[src/hdl/bpmp_pkg.sv]
// Package: shared constants and types for the binned pairwise max block
`timescale 1ns / 1ps
package bpmp_pkg;

  localparam int MAX_POINTS_DEF = 256;
  localparam int MAX_BINS_DEF   = 64;
  localparam int MAX_DIMS_DEF   = 4;

  localparam int COORD_W = 16;
  localparam int DIFF_W  = 17;
  localparam int SQ_W    = 32;
  localparam int DSUM_W  = 35;
  localparam int BW_W    = 18;
  localparam int ROOT_W  = 18;
  localparam int DIMS_W  = 3;
  localparam int BIDX_W  = 6;

  localparam logic [1:0] REG_SPATIAL_DIMS = 2'd0;
  localparam logic [1:0] REG_FEATURE_DIMS = 2'd1;
  localparam logic [1:0] REG_BIN_WIDTH    = 2'd2;

  typedef enum logic [3:0] {
    ST_LOAD,
    ST_PAIR_RD,
    ST_PAIR_SUB,
    ST_PAIR_SQ,
    ST_PAIR_SUM,
    ST_PAIR_ROOT,
    ST_PAIR_BIN,
    ST_PAIR_LOOK,
    ST_PAIR_UPD,
    ST_OUT_RD,
    ST_OUT_ROOT,
    ST_OUT_SEND,
    ST_CLEAR
  } state_t;

  // Controller -> datapath commands
  typedef struct packed {
    logic store_pt;
    logic rd_pair;
    logic sub;
    logic sq;
    logic sum;
    logic root_start;
    logic root_out;
    logic bin_step;
    logic upd;
    logic rd_bin;
    logic out_load;
    logic clr_bin;
    logic run_clear;
  } dp_cmd_t;

  // Datapath -> controller status
  typedef struct packed {
    logic root_done;
    logic bin_done;
    logic full;
    logic pair_last;
    logic bin_last;
    logic clr_last;
  } dp_sts_t;

endpackage

[src/hdl/bpmp_ctrl.sv]
// Controller: sequences loading, the pair pass, the output walk and the bin clear
`timescale 1ns / 1ps
module bpmp_ctrl (
  input  logic              clk,
  input  logic              rst_n,
  input  logic              in_valid,
  input  logic              in_last_point,
  output logic              in_ready,
  output logic              out_valid,
  input  logic              out_ready,
  output bpmp_pkg::dp_cmd_t cmd,
  input  bpmp_pkg::dp_sts_t sts
);
  import bpmp_pkg::*;

  state_t st_r, st_nxt;
  logic   ov_r, ov_nxt;
  logic   rootwait_r, rootwait_nxt;

  // Start with a clearing pass so the bin store reads zero for the first set
  always_ff @(posedge clk) begin
    if (!rst_n) begin
      st_r       <= ST_CLEAR;
      ov_r       <= 1'b0;
      rootwait_r <= 1'b0;
    end else begin
      st_r       <= st_nxt;
      ov_r       <= ov_nxt;
      rootwait_r <= rootwait_nxt;
    end
  end

  always_comb begin
    st_nxt       = st_r;
    ov_nxt       = ov_r;
    rootwait_nxt = rootwait_r;
    cmd          = '0;
    in_ready     = 1'b0;
    if (out_ready) ov_nxt = 1'b0;
    unique case (st_r)
      ST_LOAD: begin
        in_ready = 1'b1;
        if (in_valid) begin
          cmd.store_pt = 1'b1;
          if (in_last_point) st_nxt = ST_PAIR_RD;
        end
      end
      ST_PAIR_RD:  begin cmd.rd_pair = 1'b1; st_nxt = ST_PAIR_SUB; end
      ST_PAIR_SUB: begin cmd.sub = 1'b1;     st_nxt = ST_PAIR_SQ;  end
      ST_PAIR_SQ:  begin cmd.sq = 1'b1;      st_nxt = ST_PAIR_SUM; end
      ST_PAIR_SUM: begin
        cmd.sum = 1'b1;
        rootwait_nxt = 1'b0;
        st_nxt = ST_PAIR_ROOT;
      end
      ST_PAIR_ROOT: begin
        if (!rootwait_r) begin
          cmd.root_start = 1'b1;
          rootwait_nxt = 1'b1;
        end else if (sts.root_done) begin
          cmd.bin_step = 1'b1;
          st_nxt = ST_PAIR_BIN;
        end
      end
      ST_PAIR_BIN: begin
        cmd.bin_step = 1'b1;
        if (sts.bin_done) st_nxt = ST_PAIR_LOOK;
      end
      // Read the bin store at the final bin index
      ST_PAIR_LOOK: st_nxt = ST_PAIR_UPD;
      ST_PAIR_UPD: begin
        cmd.upd = 1'b1;
        st_nxt = sts.pair_last ? ST_OUT_RD : ST_PAIR_RD;
      end
      ST_OUT_RD: begin
        cmd.rd_bin = 1'b1;
        rootwait_nxt = 1'b0;
        st_nxt = ST_OUT_ROOT;
      end
      ST_OUT_ROOT: begin
        cmd.root_out = 1'b1;
        if (!rootwait_r) begin
          cmd.root_start = 1'b1;
          rootwait_nxt = 1'b1;
        end else if (sts.root_done) begin
          st_nxt = ST_OUT_SEND;
        end
      end
      ST_OUT_SEND: begin
        if (!ov_r || out_ready) begin
          cmd.out_load = 1'b1;
          ov_nxt = 1'b1;
          st_nxt = sts.bin_last ? ST_CLEAR : ST_OUT_RD;
        end
      end
      ST_CLEAR: begin
        cmd.clr_bin = 1'b1;
        if (sts.clr_last) begin
          cmd.run_clear = 1'b1;
          st_nxt = ST_LOAD;
        end
      end
      default: st_nxt = ST_LOAD;
    endcase
  end

  assign out_valid = ov_r;

  a_no_load_in_pass: assert property (@(posedge clk) disable iff (!rst_n)
    (st_r != ST_LOAD) |-> !in_ready) else $error("input taken during pass");
  a_hold_result: assert property (@(posedge clk) disable iff (!rst_n)
    (out_valid && !out_ready) |=> out_valid) else $error("result dropped");
  a_load_once: assert property (@(posedge clk) disable iff (!rst_n)
    (cmd.out_load) |-> (!ov_r || out_ready)) else $error("result overwritten");

endmodule

[config.mk]
export PLATFORM = sky130hd
export DESIGN_NAME = bpmp_ctrl
export DESIGN_NICKNAME = d
export VERILOG_FILES = /design/src/hdl/bpmp_pkg.sv /design/src/hdl/bpmp_ctrl.sv
export SDC_FILE = /design/constraint.sdc
export NUM_CORES = 1
export LEC_CHECK = 0
export BUFFER_PORTS_ARGS = -buffer_cell sky130_fd_sc_hd__buf_2
export CORE_MARGIN = 1.5
export CORE_UTILIZATION = 40
export CTS_CLUSTER_SIZE = 40
export DETAILED_ROUTE_END_ITERATION = 6
export HOLD_SLACK_MARGIN = 0.08
export MAX_ROUTING_LAYER = met4
export PLACE_DENSITY = 0.7
export RECOVER_POWER = 50
export REMOVE_ABC_BUFFERS = 1
export SLEW_MARGIN = 5
export SYNTH_ARGS = -nofsm -noshare
export SYNTH_HDL_FRONTEND = slang
export SYNTH_SLANG_ARGS = --single-unit
export TNS_END_PERCENT = 1
[constraint.sdc]
create_clock -name clk -period 2.15 [get_ports clk]
set_input_delay 0.215 -clock clk [delete_from_list [all_inputs] [get_ports clk]]
set_output_delay 0.215 -clock clk [all_outputs]
set_load 0.01 [all_outputs]
* After elaboration in Yosys (flattened, before gate mapping)
Index checks and enable logic that the tools add are counted.
** Storage, ports and cells
- Flip-flop bits (word level) :: 6
- Bits of input ports :: 11
- Output and inout port bits :: 15
** Operators by class
- Equality and inequality tests :: 21
- Multiplexer cells :: 35
- Reductions and logical operators :: 7
** Operators by type and width (number)
- 4-bit case mux with 13 select lines :: 1
- 4-bit 2-to-1 mux :: 10
- 4-bit == test (second input constant) :: 5
- 1-bit 2-to-1 mux :: 20
- 2-bit inequality test (second input constant) :: 9
- 4-bit by 3-bit == test with 1-bit output (second input constant) :: 4
- 9-bit AND reduction :: 1
- 4-bit by 2-bit == test with 1-bit output (second input constant) :: 2
- 4-bit by 1-bit == test with 1-bit output (second input constant) :: 1
- 4-bit logical NOT :: 1
- 1-bit case mux with 2 select lines :: 2
- 2-bit OR reduction :: 2
- 3-bit 2-to-1 mux :: 1
- 2-bit 2-to-1 mux :: 1
- 2-bit nonzero test :: 1
- 1-bit logical NOT :: 1
- 1-bit logical OR :: 1

* Longest topological paths before layout
Gate-level depths: netlist of the first run.
- Depth in word-level cells :: 4
- Depth in mapped cells :: 6

* Worst setup path before layout of the first run
Ideal clock, no wire load.
- Kind :: register to register
- Start point :: register st_r[0]
- End point :: register st_r[0]
- Library setup time :: 0.116 ns
- Arrival :: 1.309 ns
- Required time :: 2.034 ns
- Slack :: 0.725 ns
- Cell stages (with the launch flop) :: 6
- Period minus slack after synthesis :: 1.425 ns
- Cells stage by stage :: dfxtp_1 -> buf_4 -> nor4bb_4 -> o21ai_2 -> a41o_1 -> o211a_1
** Between the ends
- Cells in the longest elaborated chain, start to end :: 3
** RTL lines
- from (decl) :: line bpmp_ctrl.sv:16 : state_t st_r, st_nxt;
- from (signal assigned) :: line bpmp_ctrl.sv:27 : st_r <= st_nxt;
- 4-bit == test, or another cell as far along :: line bpmp_ctrl.sv:40 : unique case (st_r)
- 2-bit inequality test (no line)
- 9-bit AND reduction (no line)
Parallel ways exist; a longest one is shown, timed or not.
A chain may end at the register's enable or synchronous reset.

==> results.sh, run 1 <==
export IMPL_area_delta_synth_final_pct=21.0
export IMPL_diodes=0
export IMPL_r2r_start="st_r[1]$_SDFFE_PN0P_"
export IMPL_cts_tree="yes"
export IMPL_fill_cells=154
export IMPL_synth_top_area_frac=0.192
export IMPL_track_usage=0.191
export IMPL_ys_top_cells_by_area="dfxtp_1, nand2b_1, nor3b_1"
export IMPL_ys_seq_area_frac=0.192
export IMPL_fin_area_um2=758
export IMPL_critPathRequiredTime_ns=1.93
export IMPL_placed_area_um2=748
export IMPL_dieArea_um2=1810
export IMPL_ios=26
export IMPL_root_buffer="clkbuf_4"
export IMPL_synth_async_reset_ratio=0
export IMPL_initial_core_util=0.421
export IMPL_drv_slew=0
export IMPL_cts_resized=0
export IMPL_clock_sinks=6
export IMPL_syn_area_um2=627
export IMPL_pwr_share_seq=0.306
export IMPL_layout_min_cycle_time_ns=1.90
export IMPL_die_y_um=42.6
export IMPL_cp_max_fo=19
export IMPL_irDropWorstVdd_uv=655
export IMPL_fp_dieW_um=42.6
export IMPL_drt_total_wl_mm=1.55
export IMPL_dpl_worst_slack_ns=0.420
export IMPL_dr_pass1_iters=4
export IMPL_ant_nets=0
export IMPL_r2r_setup_slack_ns=0.39
export IMPL_endpoint="cmd[7]"
export IMPL_clk_pin_slew_worst_paths_ns=0.04
export IMPL_synth_edf_count=0
export IMPL_fin_hold_ws_ns=0.255
export IMPL_final_cell_mix="buf_2, nand2_1, nand2b_1, dfxtp_1, clkbuf_1"
export IMPL_ys_seq_elements=6
export IMPL_drive_gt1_frac=0.269
export IMPL_rows=14
export IMPL_ys_types=37
export IMPL_wire_per_inst_um=12.9
export IMPL_worst_r2r_path_depth=5
export IMPL_dr_first_iter_drc_count=7
export IMPL_drc=0
export IMPL_clk_latency_ns=0.25
export IMPL_power_share_clock=0.113
export IMPL_power_leakage_nw=0.309
export IMPL_clockBufferDepth=2
export IMPL_path_class="flop to output port"
export IMPL_cts_inserted_buffers=3
export IMPL_grt_pass1_wl_mm=2.53
export IMPL_r2r_end="st_r[1]$_SDFFE_PN0P_"
export IMPL_outcome="finished clean"
export IMPL_end_kind="output port"
export IMPL_crit_start="st_r[3]$_SDFFE_PN1P_"
export IMPL_regArea_um2=120
export IMPL_avgSynthCellArea_um2=7.74
export IMPL_synthCells=81
export IMPL_numPortBuffers=24
export IMPL_synthFlopType="dfxtp_1"
export IMPL_final_common_cell="buf_2"
export IMPL_slew_headroom=0.557
export IMPL_worst_pin_slew_ns=0.664
export IMPL_ys_warn_count=0
export IMPL_finalCritPeriodShare=0.883
export IMPL_fp_coreArea_um2=1490
export IMPL_htreeDepth=1
export IMPL_power_density_nw_per_um2=1230
export IMPL_pwr_share_comb=0.580
export IMPL_start_kind="flop"
export IMPL_rsz0062_at_grt="no"
export IMPL_gp_congestion=0.899
export IMPL_fmax_ghz=0.527
export IMPL_antenna_found_initial=0
export IMPL_setup_viol=0
export IMPL_multiInputGateArea_um2=462
export IMPL_hold_viol_final=0
export IMPL_hpwl_mm=1.21
export IMPL_nets=117
export IMPL_switchingPower_mw=0.469
export IMPL_grt_max_degree=20
export IMPL_switching_share=0.504
export IMPL_p_total_mw=0.931
export IMPL_setup_ws_ns=0.251
export IMPL_critPathArrivalTime_ns=1.68
export IMPL_grt_ovfl_total=0
export IMPL_skew_ns=0.00343
export IMPL_grt_pass1_vias=601
export IMPL_ctsHoldBuffers=0
export IMPL_setup_tns_ns=0
export IMPL_vias_per_cell=5.78
export IMPL_cap_violations=0
export IMPL_hold_path_class="input pin to flop"
export IMPL_via_count=693
export IMPL_p_int_mw=0.462
export IMPL_post_cts_buffers=0
export IMPL_yosys_area_top_type="dfxtp_1"
critical path, stage by stage (launching register included):
cell and delay [ns]:
dfxtp_1 0.74, nor4bb_4 0.39, nor2_1 0.08, nor2_1 0.09, buf_2 0.13
cells by family after synthesis:
| family | count (synthesis) | share of synthesized area |
|---|---|---|
| compound gates | 24 | 0.289 |
| buf+inv | 8 | 0.0718 |
| flops | 6 | 0.192 |
| simple gates | 43 | 0.447 |
layer usage:
layer | wire (um) | global-route usage | vias up
met5 | 0 | - | -
met4 | 0 | 0.0375 | 0
met3 | 96 | 0.0647 | 0
met2 | 808 | 0.305 | 18
met1 | 646 | 0.237 | 320
li1 | - | - | 355
how the worst min path moves through the flow:
stage,startpoint,endpoint,slack (ns),depth (start not counted)
after CTS,rst_n,st_r[3]$_SDFFE_PN1P_,0.25,2
after floorplan,rst_n,st_r[3]$_SDFFE_PN1P_,0.30,1
final,rst_n,st_r[3]$_SDFFE_PN1P_,0.26,2
after global routing,rst_n,st_r[3]$_SDFFE_PN1P_,0.26,2
after detailed placement,rst_n,st_r[3]$_SDFFE_PN1P_,0.51,2
after global placement,rst_n,st_r[3]$_SDFFE_PN1P_,0.49,2
Yosys cell counts, drive strengths merged (2+ instances only):
cell / n
o21a: 3
o21ai: 3
nor4: 2
o31ai: 3
nor3: 4
nor2: 5
and2: 2
a21oi: 5
dfxtp: 6
o2bb2ai: 2
nor2b: 3
o211ai: 2
nand3: 4
nand2: 7
buf: 6
nor3b: 4
nand2b: 6
area by class of cell:
| type | instances | area share |
|---|---|---|
| clock buffers | 3 | 0.0297 |
| repair buffers | 27 | 0.172 |
| flip-flops and latches | 6 | 0.158 |
| multi-input cells | 67 | 0.609 |
| inverters | 1 | 0.00495 |
| well taps | 16 | 0.0264 |
power groups by stage:
stage | registers (mW) | clock network [mW] | logic [mW]
2_1_floorplan | 0.290 | 0 | 0.372
3_3_place_gp | 0.285 | 0 | 0.547
3_5_place_dp | 0.287 | 0 | 0.561
4_1_cts | 0.286 | 0.108 | 0.562
5_1_grt | 0.301 | 0.111 | 0.602
6_report | 0.285 | 0.105 | 0.541
stage by stage:
step / util / cells
2_1_floorplan: - / 74
3_3_place_gp: 0.503 / 117
3_5_place_dp: 0.503 / 117
4_1_cts: 0.518 / 120
5_1_grt: 0.509 / 120
6_report: 0.509 / 120
registers in the layout, summed over array words and instances (netlist names):
name,cells
rootwait_r,1
out_valid,1
st_r,4
No activity file was read; power rests on OpenSTA's default activity.
==> run 2: changes to the inputs <==
--- a/config.mk
+++ b/config.mk
@@ -14,7 +14,6 @@
 export MAX_ROUTING_LAYER = met4
 export PLACE_DENSITY = 0.7
 export RECOVER_POWER = 50
-export REMOVE_ABC_BUFFERS = 1
 export SLEW_MARGIN = 5
 export SYNTH_ARGS = -nofsm -noshare
 export SYNTH_HDL_FRONTEND = slang
==> run 2 against run 1 <==
  * Fmax decreased by 5.5%
  * Via count decreased by 1.0%
  * Die area unchanged
  * Largest power group unchanged
==> results.sh, run 2 (same netlist as run 1, synthesis figures left out) <==
export IMPL_clock_sinks=6
export IMPL_power_leakage_nw=0.300
export IMPL_p_int_mw=0.466
export IMPL_slew_headroom=0.539
export IMPL_cts_resized=0
export IMPL_switching_share=0.511
export IMPL_diodes=0
export IMPL_grt_pass1_vias=604
export IMPL_cts_inserted_buffers=3
export IMPL_dieArea_um2=1810
export IMPL_critPathArrivalTime_ns=1.79
export IMPL_regMostFlops="st_r"
export IMPL_ctsHoldBuffers=0
export IMPL_hold_path_class="input pin to flop"
export IMPL_skew_ns=0.00709
export IMPL_crit_buf_inv=1
export IMPL_gp_congestion=0.803
export IMPL_final_cells=119
export IMPL_numPortBuffers=24
export IMPL_hpwl_mm=1.16
export IMPL_finalCritPeriodShare=0.935
export IMPL_pwr_share_comb=0.563
export IMPL_ant_nets=0
export IMPL_switchingPower_mw=0.487
export IMPL_root_buffer="clkbuf_4"
export IMPL_rows=14
export IMPL_drc=0
export IMPL_start_kind="flop"
export IMPL_worst_pin_slew_ns=0.691
export IMPL_final_cell_mix="buf_2, nand2_1, clkbuf_1, nand2b_1, dfxtp_1"
export IMPL_via_count=686
export IMPL_end_kind="output port"
export IMPL_wire_per_inst_um=13.2
export IMPL_grt_pass1_wl_mm=2.66
export IMPL_largest_reg_flops=4
export IMPL_grt_ovfl_total=0
export IMPL_drive_gt1_frac=0.252
export IMPL_cts_tree="yes"
export IMPL_crit_top_cell="nor2_1"
export IMPL_setup_tns_ns=0
export IMPL_syn_nets=92
export IMPL_fp_coreArea_um2=1490
export IMPL_power_share_clock=0.118
export IMPL_clockBufferDepth=2
export IMPL_pwr_share_seq=0.318
export IMPL_crit_chain="nor4bb_4 > nor2_1 > nor2_1 > buf_2"
export IMPL_post_cts_buffers=0
export IMPL_hold_viol_final=0
export IMPL_dpl_worst_slack_ns=0.333
export IMPL_layout_min_cycle_time_ns=2.01
export IMPL_dr_pass1_iters=4
export IMPL_outcome="finished clean"
export IMPL_initial_core_util=0.421
export IMPL_fp_dieW_um=42.6
export IMPL_power_density_nw_per_um2=1270
export IMPL_htreeDepth=1
export IMPL_finish_utilization=0.505
export IMPL_setup_viol=0
export IMPL_dr_first_iter_drc_count=14
export IMPL_fmax_ghz=0.498
export IMPL_nets=116
export IMPL_cap_violations=0
export IMPL_track_usage=0.201
export IMPL_final_common_cell="buf_2"
export IMPL_critPathRequiredTime_ns=1.93
export IMPL_irDropWorstVdd_uv=793
export IMPL_vias_per_cell=5.76
export IMPL_antenna_found_initial=0
export IMPL_die_y_um=42.6
export IMPL_grt_max_degree=20
export IMPL_rsz0062_at_grt="no"
export IMPL_drv_slew=0
export IMPL_setup_ws_ns=0.140
export IMPL_area_delta_synth_final_pct=20.0
export IMPL_path_class="flop to output port"
export IMPL_cp_max_fo=19
export IMPL_ios=26
export IMPL_cpPeakStageDelay_ns=0.74
export IMPL_cp_slowest_cell="dfxtp_1"
export IMPL_clk_latency_ns=0.26
export IMPL_fin_hold_ws_ns=0.246
export IMPL_r2r_setup_slack_ns=0.30
export IMPL_placed_cells=116
export IMPL_crit_family="flip-flops"
export IMPL_drt_total_wl_mm=1.57
export IMPL_clk_pin_slew_worst_paths_ns=0.05
## run 2: worst reg2reg max path: cells and delay by family, from the launching register on
kind | cells | cell delay, ns
flip-flops | 1 | 0.74
AND/OR/NAND/NOR | 1 | 0.50
AO/OA/AOI/OAI | 3 | 0.49
## run 2: final timing paths
kind / startpoint / end / cells past startpoint
hold reg to reg: out_valid$_SDFF_PN0_ / out_valid$_SDFF_PN0_ / 2
hold / removal: rst_n / st_r[3]$_SDFFE_PN1P_ / 2
setup / recovery: st_r[1]$_SDFFE_PN0P_ / cmd[7] / 4
setup reg to reg: st_r[1]$_SDFFE_PN0P_ / st_r[0]$_SDFFE_PN0P_ / 4
## run 2: through the flow
step	total power, mW	cell area, um^2
CTS	0.969	763
floorplan	0.703	627
detailed placement	0.853	741
global route	1.04	752
finish	0.953	752
global placement	0.842	741
## run 2: routing by layer
layer  track usage  wire [um]  share of wire
met3        0.0517         81          0.052
met2         0.302        766           0.49
met5             -          0              0
met4        0.0938         19          0.012
met1         0.251        700           0.45
## run 2: area by class of cell
cell class / count / area, um^2
well taps: 16 / 20.0
multi-input cells: 67 / 462
clock buffers: 3 / 22.5
fillers: 148 / 737
flip-flops and latches: 6 / 120
repair buffers: 26 / 124
inverters: 1 / 3.75
## run 2: power by group through the flow
| stage | clock, mW | sequential, mW | combinational, mW |
|---|---|---|---|
| 3_5_place_dp | 0 | 0.301 | 0.551 |
| 5_1_grt | 0.124 | 0.315 | 0.599 |
| 4_1_cts | 0.118 | 0.299 | 0.553 |
| 2_1_floorplan | 0 | 0.184 | 0.519 |
| 6_report | 0.113 | 0.303 | 0.537 |
| 3_3_place_gp | 0 | 0.298 | 0.544 |
